==> src/design/cartridge_bank_mapper_irq_defines.svh <==
// Assertion macros for the cartridge bank mapper.
`ifndef CARTRIDGE_BANK_MAPPER_IRQ_DEFINES_SVH
`define CARTRIDGE_BANK_MAPPER_IRQ_DEFINES_SVH

`ifndef SYNTHESIS
`define CBM_ASSERT_NOW(label, clk, rst, ante, cons) \
   label: assert property (@(posedge clk) disable iff (rst) (ante) |-> (cons)) \
      else $error("cartridge mapper check failed");
`define CBM_ASSERT_NEXT(label, clk, rst, ante, cons) \
   label: assert property (@(posedge clk) disable iff (rst) (ante) |=> (cons)) \
      else $error("cartridge mapper check failed");
`else
`define CBM_ASSERT_NOW(label, clk, rst, ante, cons)
`define CBM_ASSERT_NEXT(label, clk, rst, ante, cons)
`endif

`endif

==> src/design/cbm_pkg.sv <==
// Shared types and constants of the cartridge bank mapper.
package cbm_pkg;

   localparam int unsigned RAM_PAGES_DEF = 4;
   localparam int unsigned PATTERN_SLOTS = 8;
   localparam int unsigned CMD_W = 2;
   localparam int unsigned ADDR_W = 16;
   localparam int unsigned DATA_W = 8;
   localparam int unsigned PHYS_W = 21;
   localparam int unsigned TGT_W = 2;
   localparam int unsigned MIRROR_W = 2;
   localparam int unsigned BANK_W = 8;
   localparam int unsigned COUNT_W = 9;
   localparam int unsigned DIV_STEPS = BANK_W;
   localparam int unsigned STEP_W = $clog2(DIV_STEPS);

   localparam logic [COUNT_W-1:0] MAX_BANKS = 9'd256;
   localparam logic [COUNT_W-1:0] PRG_COUNT_RST = 9'd32;
   localparam logic [COUNT_W-1:0] CHR_COUNT_RST = 9'd256;

   localparam logic [CMD_W-1:0] KIND_CPU_READ = 2'd0;
   localparam logic [CMD_W-1:0] KIND_CPU_WRITE = 2'd1;
   localparam logic [CMD_W-1:0] KIND_PATTERN = 2'd2;
   localparam logic [CMD_W-1:0] KIND_TICK = 2'd3;

   localparam logic [TGT_W-1:0] TGT_NONE = 2'd0;
   localparam logic [TGT_W-1:0] TGT_PRG = 2'd1;
   localparam logic [TGT_W-1:0] TGT_RAM = 2'd2;
   localparam logic [TGT_W-1:0] TGT_CHR = 2'd3;

   localparam logic CSR_PRG_COUNT = 1'b0;
   localparam logic CSR_CHR_COUNT = 1'b1;

   localparam logic [3:0] REG_WINDOW = 4'h8;
   localparam logic [3:0] REG_PRG0 = 4'h9;
   localparam logic [3:0] REG_PRG1 = 4'hA;
   localparam logic [3:0] REG_PRG2 = 4'hB;
   localparam logic [3:0] REG_MIRROR = 4'hC;
   localparam logic [3:0] REG_IRQ_CTRL = 4'hD;
   localparam logic [3:0] REG_COUNT_LO = 4'hE;
   localparam logic [3:0] REG_COUNT_HI = 4'hF;

   typedef struct packed {
      logic start;
      logic step;
      logic load;
   } cbm_cmd_type;

endpackage

==> src/design/cbm_channels.sv <==
// Valid/ready channel interfaces for mapper requests and responses.
interface cbm_req_if;
   logic                        valid;
   logic                        ready;
   logic [cbm_pkg::CMD_W-1:0]   cmd;
   logic [cbm_pkg::ADDR_W-1:0]  address;
   logic [cbm_pkg::DATA_W-1:0]  data;

   modport source (output valid, output cmd, output address, output data, input ready);
   modport sink (input valid, input cmd, input address, input data, output ready);
endinterface

interface cbm_rsp_if;
   logic                          valid;
   logic                          ready;
   logic [cbm_pkg::TGT_W-1:0]     target;
   logic [cbm_pkg::PHYS_W-1:0]    phys_address;
   logic                          ram_write;
   logic [cbm_pkg::MIRROR_W-1:0]  mirroring;
   logic                          irq_line;

   modport source (output valid, output target, output phys_address, output ram_write,
                   output mirroring, output irq_line, input ready);
   modport sink (input valid, input target, input phys_address, input ram_write,
                 input mirroring, input irq_line, output ready);
endinterface

==> src/design/cbm_ctrl.sv <==
// Sequencer of the mapper: accept, remainder steps, result handoff.
`include "cartridge_bank_mapper_irq_defines.svh"

module cbm_ctrl (
   input  logic                 clock,
   input  logic                 reset,
   input  logic                 req_valid,
   output logic                 req_ready,
   output logic                 rsp_valid,
   input  logic                 rsp_ready,
   output cbm_pkg::cbm_cmd_type cmd
);
   import cbm_pkg::*;

   localparam logic [1:0] ST_IDLE = 2'd0;
   localparam logic [1:0] ST_STEP = 2'd1;
   localparam logic [1:0] ST_DONE = 2'd2;

   localparam logic [STEP_W-1:0] LAST_STEP = STEP_W'(DIV_STEPS - 1);

   logic [1:0]        state_ff, state_in;
   logic [STEP_W-1:0] cnt_ff, cnt_in;
   logic              rsp_valid_ff, rsp_valid_in;

   always_comb begin
      state_in = state_ff;
      cnt_in = cnt_ff;
      cmd = '0;
      req_ready = 1'b0;
      case (state_ff)
         ST_IDLE: begin
            req_ready = 1'b1;
            if (req_valid) begin
               cmd.start = 1'b1;
               cnt_in = '0;
               state_in = ST_STEP;
            end
         end
         ST_STEP: begin
            cmd.step = 1'b1;
            cnt_in = cnt_ff + 1'b1;
            if (cnt_ff == LAST_STEP) begin
               state_in = ST_DONE;
            end
         end
         ST_DONE: begin
            if (!rsp_valid_ff || rsp_ready) begin
               cmd.load = 1'b1;
               state_in = ST_IDLE;
            end
         end
         default: begin
            state_in = ST_IDLE;
         end
      endcase
      rsp_valid_in = cmd.load | (rsp_valid_ff & ~rsp_ready);
   end

   always_ff @(posedge clock) begin
      if (reset) begin
         state_ff <= ST_IDLE;
         cnt_ff <= '0;
         rsp_valid_ff <= 1'b0;
      end else begin
         state_ff <= state_in;
         cnt_ff <= cnt_in;
         rsp_valid_ff <= rsp_valid_in;
      end
   end

   assign rsp_valid = rsp_valid_ff;

   `CBM_ASSERT_NEXT(a_start_steps, clock, reset, cmd.start, state_ff == ST_STEP && cnt_ff == '0)
   `CBM_ASSERT_NEXT(a_last_done, clock, reset, state_ff == ST_STEP && cnt_ff == LAST_STEP, state_ff == ST_DONE)
   `CBM_ASSERT_NEXT(a_load_valid, clock, reset, cmd.load, rsp_valid_ff && state_ff == ST_IDLE)
endmodule

==> src/design/cbm_dpath.sv <==
// Mapper datapath: bank registers, IRQ timer, remainder unit, result register.
`include "cartridge_bank_mapper_irq_defines.svh"

module cbm_dpath #(
   parameter int unsigned RAM_PAGES = cbm_pkg::RAM_PAGES_DEF
) (
   input  logic                           clock,
   input  logic                           reset,
   input  logic                           csr_write,
   input  logic                           csr_index,
   input  logic [cbm_pkg::COUNT_W-1:0]    csr_data,
   input  logic [cbm_pkg::CMD_W-1:0]      req_cmd,
   input  logic [cbm_pkg::ADDR_W-1:0]     req_address,
   input  logic [cbm_pkg::DATA_W-1:0]     req_data,
   input  cbm_pkg::cbm_cmd_type           cmd,
   output logic [cbm_pkg::TGT_W-1:0]      rsp_target,
   output logic [cbm_pkg::PHYS_W-1:0]     rsp_phys_address,
   output logic                           rsp_ram_write,
   output logic [cbm_pkg::MIRROR_W-1:0]   rsp_mirroring,
   output logic                           rsp_irq_line
);
   import cbm_pkg::*;

   localparam logic [COUNT_W-1:0] RAM_DIVISOR = COUNT_W'(RAM_PAGES);

   logic [COUNT_W-1:0]  prg_cnt_ff, chr_cnt_ff;
   logic [3:0]          cmd_sel_ff;
   logic [BANK_W-1:0]   pat_ff [PATTERN_SLOTS];
   logic [5:0]          prg_bank_ff [3];
   logic [7:0]          window_ff;
   logic [1:0]          mirror_ff;
   logic                ien_ff, ien_in;
   logic                cen_ff, cen_in;
   logic [15:0]         count_ff, count_in;
   logic                pend_ff, pend_in;

   logic [TGT_W-1:0]    tgt_ff, tgt_in;
   logic                wr_ff, wr_in;
   logic                big_ff, big_in;
   logic [12:0]         off_ff, off_in;
   logic [BANK_W-1:0]   dvd_ff, dvd_in;
   logic [COUNT_W-1:0]  dsr_ff, dsr_in;
   logic [COUNT_W-1:0]  rem_ff, rem_in, rem_shift;

   logic [TGT_W-1:0]    out_tgt_ff;
   logic [PHYS_W-1:0]   out_phys_ff, phys_in;
   logic                out_wr_ff;
   logic [1:0]          out_mirror_ff;
   logic                out_irq_ff;

   logic [COUNT_W-1:0]  prg_eff, chr_eff;
   logic [BANK_W-1:0]   prg_last;
   logic                sel_write, reg_write, tick;

   // Decode the incoming beat.
   always_comb begin
      prg_eff = (prg_cnt_ff > MAX_BANKS) ? MAX_BANKS : prg_cnt_ff;
      chr_eff = (chr_cnt_ff > MAX_BANKS) ? MAX_BANKS : chr_cnt_ff;
      prg_last = BANK_W'(prg_eff - 1'b1);
      tgt_in = TGT_NONE;
      wr_in = 1'b0;
      big_in = 1'b1;
      off_in = req_address[12:0];
      dvd_in = '0;
      dsr_in = prg_eff;
      sel_write = 1'b0;
      reg_write = 1'b0;
      tick = 1'b0;
      case (req_cmd)
         KIND_CPU_READ, KIND_CPU_WRITE: begin
            if (req_address[15:13] == 3'd3) begin
               if (window_ff[6]) begin
                  if (window_ff[7]) begin
                     tgt_in = TGT_RAM;
                     dvd_in = {2'b00, window_ff[5:0]};
                     dsr_in = RAM_DIVISOR;
                     wr_in = (req_cmd == KIND_CPU_WRITE);
                  end
               end else if (req_cmd == KIND_CPU_READ && prg_eff != '0) begin
                  tgt_in = TGT_PRG;
                  dvd_in = {2'b00, window_ff[5:0]};
               end
            end else if (req_address[15]) begin
               if (req_cmd == KIND_CPU_READ) begin
                  if (prg_eff != '0) begin
                     tgt_in = TGT_PRG;
                     case (req_address[14:13])
                        2'd0: dvd_in = {2'b00, prg_bank_ff[0]};
                        2'd1: dvd_in = {2'b00, prg_bank_ff[1]};
                        2'd2: dvd_in = {2'b00, prg_bank_ff[2]};
                        default: dvd_in = prg_last;
                     endcase
                  end
               end else if (req_address[14:13] == 2'd0) begin
                  sel_write = 1'b1;
               end else if (req_address[14:13] == 2'd1) begin
                  reg_write = 1'b1;
               end
            end
         end
         KIND_PATTERN: begin
            big_in = 1'b0;
            off_in = {3'b000, req_address[9:0]};
            dvd_in = pat_ff[req_address[12:10]];
            dsr_in = chr_eff;
            if (chr_eff != '0) begin
               tgt_in = TGT_CHR;
            end
         end
         default: begin
            tick = 1'b1;
         end
      endcase
   end

   // Timer and IRQ control.
   always_comb begin
      ien_in = ien_ff;
      cen_in = cen_ff;
      count_in = count_ff;
      pend_in = pend_ff;
      if (cmd.start && reg_write) begin
         case (cmd_sel_ff)
            REG_IRQ_CTRL: begin
               ien_in = req_data[0];
               cen_in = req_data[7];
               pend_in = 1'b0;
            end
            REG_COUNT_LO: count_in = {count_ff[15:8], req_data};
            REG_COUNT_HI: count_in = {req_data, count_ff[7:0]};
            default: count_in = count_ff;
         endcase
      end
      if (cmd.start && tick && cen_ff) begin
         count_in = count_ff - 1'b1;
         if (count_ff == '0 && ien_ff) begin
            pend_in = 1'b1;
         end
      end
   end

   // One remainder bit per step.
   always_comb begin
      rem_shift = {rem_ff[BANK_W-1:0], dvd_ff[BANK_W-1]};
      rem_in = (rem_shift >= dsr_ff) ? rem_shift - dsr_ff : rem_shift;
      phys_in = '0;
      if (tgt_ff != TGT_NONE) begin
         phys_in = big_ff ? {rem_ff[BANK_W-1:0], off_ff}
                          : {3'b000, rem_ff[BANK_W-1:0], off_ff[9:0]};
      end
   end

   always_ff @(posedge clock) begin
      if (reset) begin
         prg_cnt_ff <= PRG_COUNT_RST;
         chr_cnt_ff <= CHR_COUNT_RST;
         cmd_sel_ff <= '0;
         for (int i = 0; i < PATTERN_SLOTS; i++) begin
            pat_ff[i] <= '0;
         end
         for (int i = 0; i < 3; i++) begin
            prg_bank_ff[i] <= '0;
         end
         window_ff <= '0;
         mirror_ff <= '0;
         ien_ff <= 1'b0;
         cen_ff <= 1'b0;
         count_ff <= '0;
         pend_ff <= 1'b0;
      end else begin
         if (csr_write) begin
            if (csr_index == CSR_PRG_COUNT) begin
               prg_cnt_ff <= csr_data;
            end else begin
               chr_cnt_ff <= csr_data;
            end
         end
         if (cmd.start && sel_write) begin
            cmd_sel_ff <= req_data[3:0];
         end
         if (cmd.start && reg_write) begin
            if (!cmd_sel_ff[3]) begin
               pat_ff[cmd_sel_ff[2:0]] <= req_data;
            end
            case (cmd_sel_ff)
               REG_WINDOW: window_ff <= req_data;
               REG_PRG0: prg_bank_ff[0] <= req_data[5:0];
               REG_PRG1: prg_bank_ff[1] <= req_data[5:0];
               REG_PRG2: prg_bank_ff[2] <= req_data[5:0];
               REG_MIRROR: mirror_ff <= req_data[1:0];
               default: mirror_ff <= mirror_ff;
            endcase
         end
         ien_ff <= ien_in;
         cen_ff <= cen_in;
         count_ff <= count_in;
         pend_ff <= pend_in;
      end
   end

   always_ff @(posedge clock) begin
      if (cmd.start) begin
         tgt_ff <= tgt_in;
         wr_ff <= wr_in;
         big_ff <= big_in;
         off_ff <= off_in;
         dvd_ff <= dvd_in;
         dsr_ff <= dsr_in;
         rem_ff <= '0;
      end else if (cmd.step) begin
         rem_ff <= rem_in;
         dvd_ff <= {dvd_ff[BANK_W-2:0], 1'b0};
      end
      if (cmd.load) begin
         out_tgt_ff <= tgt_ff;
         out_phys_ff <= phys_in;
         out_wr_ff <= wr_ff;
         out_mirror_ff <= mirror_ff;
         out_irq_ff <= pend_ff;
      end
   end

   assign rsp_target = out_tgt_ff;
   assign rsp_phys_address = out_phys_ff;
   assign rsp_ram_write = out_wr_ff;
   assign rsp_mirroring = out_mirror_ff;
   assign rsp_irq_line = out_irq_ff;

   `CBM_ASSERT_NEXT(a_irq_wrap, clock, reset, cmd.start && tick && cen_ff && ien_ff && count_ff == '0, pend_ff)
   `CBM_ASSERT_NOW(a_rem_range, clock, reset, cmd.load && tgt_ff != TGT_NONE, rem_ff < dsr_ff)
endmodule

==> src/design/cartridge_bank_mapper_irq.sv <==
// Cartridge bank mapper with CPU-cycle IRQ timer: top level.
// After a request beat is accepted, the sequencer runs the 8-step bank remainder unit, then
// loads the output register in its done state once that register is free; no new request is taken
// until it is back in idle. A finished response waits in the output register while the next request is taken.
// Reset (synchronous, active high) clears all bank, window, mirroring and timer state
// and sets the bank counts to 32 program and 256 pattern banks.
module cartridge_bank_mapper_irq #(
   parameter int unsigned RAM_PAGES = cbm_pkg::RAM_PAGES_DEF
) (
   input  logic                         clock,
   input  logic                         reset,
   input  logic                         csr_write,
   input  logic                         csr_index,
   input  logic [cbm_pkg::COUNT_W-1:0]  csr_data,
   cbm_req_if.sink                      req_chan,
   cbm_rsp_if.source                    rsp_chan
);
   import cbm_pkg::*;

   cbm_cmd_type cmd;

   cbm_ctrl u_ctrl (
      .clock     (clock),
      .reset     (reset),
      .req_valid (req_chan.valid),
      .req_ready (req_chan.ready),
      .rsp_valid (rsp_chan.valid),
      .rsp_ready (rsp_chan.ready),
      .cmd       (cmd)
   );

   cbm_dpath #(
      .RAM_PAGES (RAM_PAGES)
   ) u_dpath (
      .clock            (clock),
      .reset            (reset),
      .csr_write        (csr_write),
      .csr_index        (csr_index),
      .csr_data         (csr_data),
      .req_cmd          (req_chan.cmd),
      .req_address      (req_chan.address),
      .req_data         (req_chan.data),
      .cmd              (cmd),
      .rsp_target       (rsp_chan.target),
      .rsp_phys_address (rsp_chan.phys_address),
      .rsp_ram_write    (rsp_chan.ram_write),
      .rsp_mirroring    (rsp_chan.mirroring),
      .rsp_irq_line     (rsp_chan.irq_line)
   );
endmodule
==> src/flat_wrapper.sv <==
// flat-port wrapper written by rule: the top's interface ports become plain ports
module cartridge_bank_mapper_irq_flat import cbm_pkg::*;
#(
   parameter int unsigned RAM_PAGES = cbm_pkg::RAM_PAGES_DEF
)
  (clock, reset, csr_write, csr_index, csr_data, req_chan_valid, req_chan_cmd, req_chan_address, req_chan_data, req_chan_ready, rsp_chan_valid, rsp_chan_target, rsp_chan_phys_address, rsp_chan_ram_write, rsp_chan_mirroring, rsp_chan_irq_line, rsp_chan_ready);
  cbm_req_if req_chan_i ();
  cbm_rsp_if rsp_chan_i ();
  input  logic clock;
  input  logic reset;
  input  logic csr_write;
  input  logic csr_index;
  input  logic [cbm_pkg::COUNT_W-1:0] csr_data;
  input wire logic [$bits(req_chan_i.valid)-1:0] req_chan_valid;
  input wire logic [$bits(req_chan_i.cmd)-1:0] req_chan_cmd;
  input wire logic [$bits(req_chan_i.address)-1:0] req_chan_address;
  input wire logic [$bits(req_chan_i.data)-1:0] req_chan_data;
  output wire logic [$bits(req_chan_i.ready)-1:0] req_chan_ready;
  output wire logic [$bits(rsp_chan_i.valid)-1:0] rsp_chan_valid;
  output wire logic [$bits(rsp_chan_i.target)-1:0] rsp_chan_target;
  output wire logic [$bits(rsp_chan_i.phys_address)-1:0] rsp_chan_phys_address;
  output wire logic [$bits(rsp_chan_i.ram_write)-1:0] rsp_chan_ram_write;
  output wire logic [$bits(rsp_chan_i.mirroring)-1:0] rsp_chan_mirroring;
  output wire logic [$bits(rsp_chan_i.irq_line)-1:0] rsp_chan_irq_line;
  input wire logic [$bits(rsp_chan_i.ready)-1:0] rsp_chan_ready;
  assign req_chan_i.valid = req_chan_valid;
  assign req_chan_i.cmd = req_chan_cmd;
  assign req_chan_i.address = req_chan_address;
  assign req_chan_i.data = req_chan_data;
  assign req_chan_ready = req_chan_i.ready;
  assign rsp_chan_valid = rsp_chan_i.valid;
  assign rsp_chan_target = rsp_chan_i.target;
  assign rsp_chan_phys_address = rsp_chan_i.phys_address;
  assign rsp_chan_ram_write = rsp_chan_i.ram_write;
  assign rsp_chan_mirroring = rsp_chan_i.mirroring;
  assign rsp_chan_irq_line = rsp_chan_i.irq_line;
  assign rsp_chan_i.ready = rsp_chan_ready;
  cartridge_bank_mapper_irq #(.RAM_PAGES(RAM_PAGES)) u_core (.clock(clock), .reset(reset), .csr_write(csr_write), .csr_index(csr_index), .csr_data(csr_data), .req_chan(req_chan_i), .rsp_chan(rsp_chan_i));
endmodule
==> config.mk <==
export PLATFORM = sky130hd
export DESIGN_NAME = cartridge_bank_mapper_irq_flat
export DESIGN_NICKNAME = d
export VERILOG_FILES = /design/src/design/cbm_pkg.sv /design/src/design/cbm_channels.sv /design/src/design/cbm_ctrl.sv /design/src/design/cbm_dpath.sv /design/src/design/cartridge_bank_mapper_irq.sv /design/src/flat_wrapper.sv
export VERILOG_INCLUDE_DIRS = /design/src /design/src/design
export SDC_FILE = /design/constraint.sdc
export NUM_CORES = 1
export LEC_CHECK = 0
export ABC_AREA = 0
export BUFFER_PORTS_ARGS = -buffer_cell sky130_fd_sc_hd__buf_2
export CELL_PAD_IN_SITES_DETAIL_PLACEMENT = 1
export CELL_PAD_IN_SITES_GLOBAL_PLACEMENT = 1
export CORE_MARGIN = 4
export CORE_UTILIZATION = 44
export DETAILED_ROUTE_END_ITERATION = 8
export HOLD_SLACK_MARGIN = 0.03
export PLACE_DENSITY_LB_ADDON = 0.1
export SLEW_MARGIN = 5
export SYNTH_ARGS = -nofsm -noshare
export SYNTH_HDL_FRONTEND = slang
export SYNTH_SLANG_ARGS = --single-unit
==> constraint.sdc <==
create_clock -name clock -period 2.25 [get_ports clock]
set_input_delay 0.3375 -clock clock [delete_from_list [all_inputs] [get_ports clock]]
set_output_delay 0.3375 -clock clock [all_outputs]
set_load 0.01 [all_outputs]
==> reports/metrics.yaml <==
slew_viol_final: 0
switching_power_mw: 2.13
layout_commonest_cell: "edfxtp_1"
max_slew_margin_pct: 58.6
fin_crit_ns: 2.15
layout.nets: 983
worstHoldPathType: "primary input to flop"
drt_iter0_drc: 260
drive_gt1_share_pct: 22.2
crit_family: "compound AO/OA/AOI/OAI gates"
p_seq_share_pct: 48.7
cts_buffer_depth: 3
placed_cells: 1165
grt_first_pass_wirelength_mm: 39.0
n_antenna_cell: 0
area_growth_pct: 19.8
cp.arrival_ns: 2.58
grt_pass1_vias: 7188
cpPeakStageDelay_ns: 0.40
grt_usage_pct: 20.6
stdcell_count: 1220
fin_ws_ns: 0.103
synthAdderAreaFrac_pct: 1.92
synth-simple-area-share_pct: 17.9
synthCells: 803
hpwlAfterDp_mm: 17.5
hold_viol: 0
syn-cell-area_sq_um: 9520
synth_nets: 858
comb_power_share_pct: 10.4
antenna_left: 0
ir_drop_uv: 480
ios: 70
critPathBufInv: 2
dp_slack_ns: 0.0549
vias: 6705
synth-seq-area-share_pct: 58.8
run_status: "finished, final reports clean"
finalClockSkew_ns: 0.0130
cts_buffers: 23
grt-ovfl-total: 0
whs_ns: 0.0686
gp_congestion: 0.870
min_period_over_period_pct: 95.4
required_ns: 2.69
drtPass1Iterations: 5
die_w_um: 155
setup_tns_ns: 0
setup_viol: 0
cts-htree-levels: 1
max_cap_viol_count: 0
end_kind: "flop"
async_reset_ff_share_pct: 0
antenna_found_initial: 0
grt_max_degree: 41
crit_chain: "inv_1, ha_1, nor2b_2, o31a_1, o22ai_2, a211o_1, buf_4, mux2_1, o21ai_1"
synth_edf_count: 143
avgSynthCellArea_sq_um: 11.8
crit_slowest_cell: "edfxtp_1"
synth.area.mux_share_pct: 8.74
p_per_area_nw_per_um2: 781
synth_cell_type_count: 72
fin_util_pct: 53.9
start_util_pct: 45.0
synth_xor_area_share_pct: 0.828
dieArea_sq_um: 24000
clockRootBuffer: "clkbuf_16"
worstSkewPairLatency_ns: 0.52
crit_fanout: 3
synth-seq-cells: 208
cts.sinks: 208
critPathLaunchType: "flop"
ys.flop_type: "edfxtp_1"
yosys_warnings: 0
die_y_um: 155
place.port_buffers: 69
power.share.clock_pct: 40.9
final_cell_mix: "edfxtp_1, and2_1, nor2_1"
drc: 0
core_area_sq_um: 21200
intPower_mw: 6.78
p_leak_nw: 4.40
max_freq_ghz: 0.466
wl_mm: 24.9
cts_tree: "yes"
synth_compound_area_share_pct: 9.11
path_class: "flop to flop"
clkTransAtPathRegs_ns: 0.06
wl_per_cell_um: 20.4
rows: 53
worst_slew_pin_slew_ns: 0.620
synth_top_family_by_area: "simple AND/OR/NAND/NOR gates"
via_per_inst: 5.50
swShare_pct: 23.9
## worst register-to-register path, stage by stage (launching register included)
cell and delay, ns:
edfxtp_1 0.40, inv_1 0.08, ha_1 0.24, nor2b_2 0.17
o31a_1 0.34, o22ai_2 0.13, a211o_1 0.18, buf_4 0.13
mux2_1 0.31, o21ai_1 0.11
## power groups by stage
stage | Clock [mW] | Sequential [mW] | Combinational [mW]
global route | 3.89 | 4.35 | 1.02
finish | 3.64 | 4.33 | 0.927
global placement | 0 | 4.41 | 0.850
detailed placement | 0 | 4.41 | 0.885
CTS | 3.71 | 4.33 | 0.907
floorplan | 0 | 4.38 | 0.586
## worst paths after layout
| check | cells past startpoint | startpoint | slack [ns] | to |
|---|---|---|---|---|
| min reg2reg | 0 | u_core.u_dpath.pend_ff | 0.43 | u_core.u_dpath.rsp_irq_line |
| max | 9 | u_core.u_dpath.dsr_ff[1] | 0.10 | u_core.u_dpath.rem_ff[1] |
| min | 3 | csr_data[8] | 0.07 | u_core.u_dpath.chr_cnt_ff[8] |
| max reg2reg | 9 | u_core.u_dpath.dsr_ff[1] | 0.10 | u_core.u_dpath.rem_ff[1] |
## timing repair
item,CTS,global route
hold buffers,10,0
setup buffers,0,3
endpoints found under the hold margin,10,0
gates resized for setup,0,8
setup endpoints to repair,0,11
## layout make-up
type                       instances  area [sq um]
fill                            2234          9760
timing repair buffer             140           941
clock buffer                      33           653
clock inverter                     9          78.8
multi-input combinational        533          3700
inverter                          22          82.6
sequential                       208          5600
tap                              275           344
## layer usage
layer / up-vias / wire, um / global-route usage, %
met5: - / 0 / 0
met4: 0 / 648 / 5.80
met3: 40 / 683 / 2.48
met2: 111 / 13100 / 38.0
met1: 3360 / 10400 / 25.3
li1: 3194 / - / -
## metrics by stage
stage                     power (mW)  cell area, sq um
after detailed placement        5.30             10500
final                           8.90             11400
after CTS                       8.96             11300
after floorplan                 4.96              9520
after global routing            9.25             11400
after global placement          5.26             10500
## synthesized netlist by cell type, drive strengths merged, types with 14 or more instances
cell	instances	area [sq um]
a21oi	36	180
and2	88	551
clkbuf	31	116
dfxtp	65	1300
edfxtp	143	4290
inv	22	82.6
mux2i	37	370
mux4	20	450
nand2	68	255
nand2b	14	87.6
nor2	75	284
nor3	23	130
o21ai	31	155
## cell families (layout without fill, tap and decap cells)
family                   count (synthesis)  in the layout
flip-flops                             208            208
buffers and inverters                   62            204
AND/OR/NAND/NOR                        323            323
adder cells (fa/ha/maj)                 14             14
multiplexers                            58             58
AO/OA/AOI/OAI                          129            129
XOR/XNOR                                 9              9
## sequential cells by signal (all words and copies together), names as in the netlist, 3 cells and up
name,cells
u_core.u_ctrl.cnt_ff,3
u_core.u_dpath.pat_ff,64
u_core.u_dpath.dsr_ff,9
u_core.u_dpath.prg_bank_ff,18
u_core.u_dpath.window_ff,8
u_core.u_dpath.dvd_ff,8
u_core.u_dpath.rem_ff,8
u_core.u_dpath.off_ff,13
u_core.u_dpath.count_ff,16
u_core.u_dpath.prg_cnt_ff,9
u_core.u_dpath.cmd_sel_ff,4
u_core.u_dpath.rsp_phys_address,21
u_core.u_dpath.chr_cnt_ff,9
Note: power is estimated with default switching activity, not from simulation.
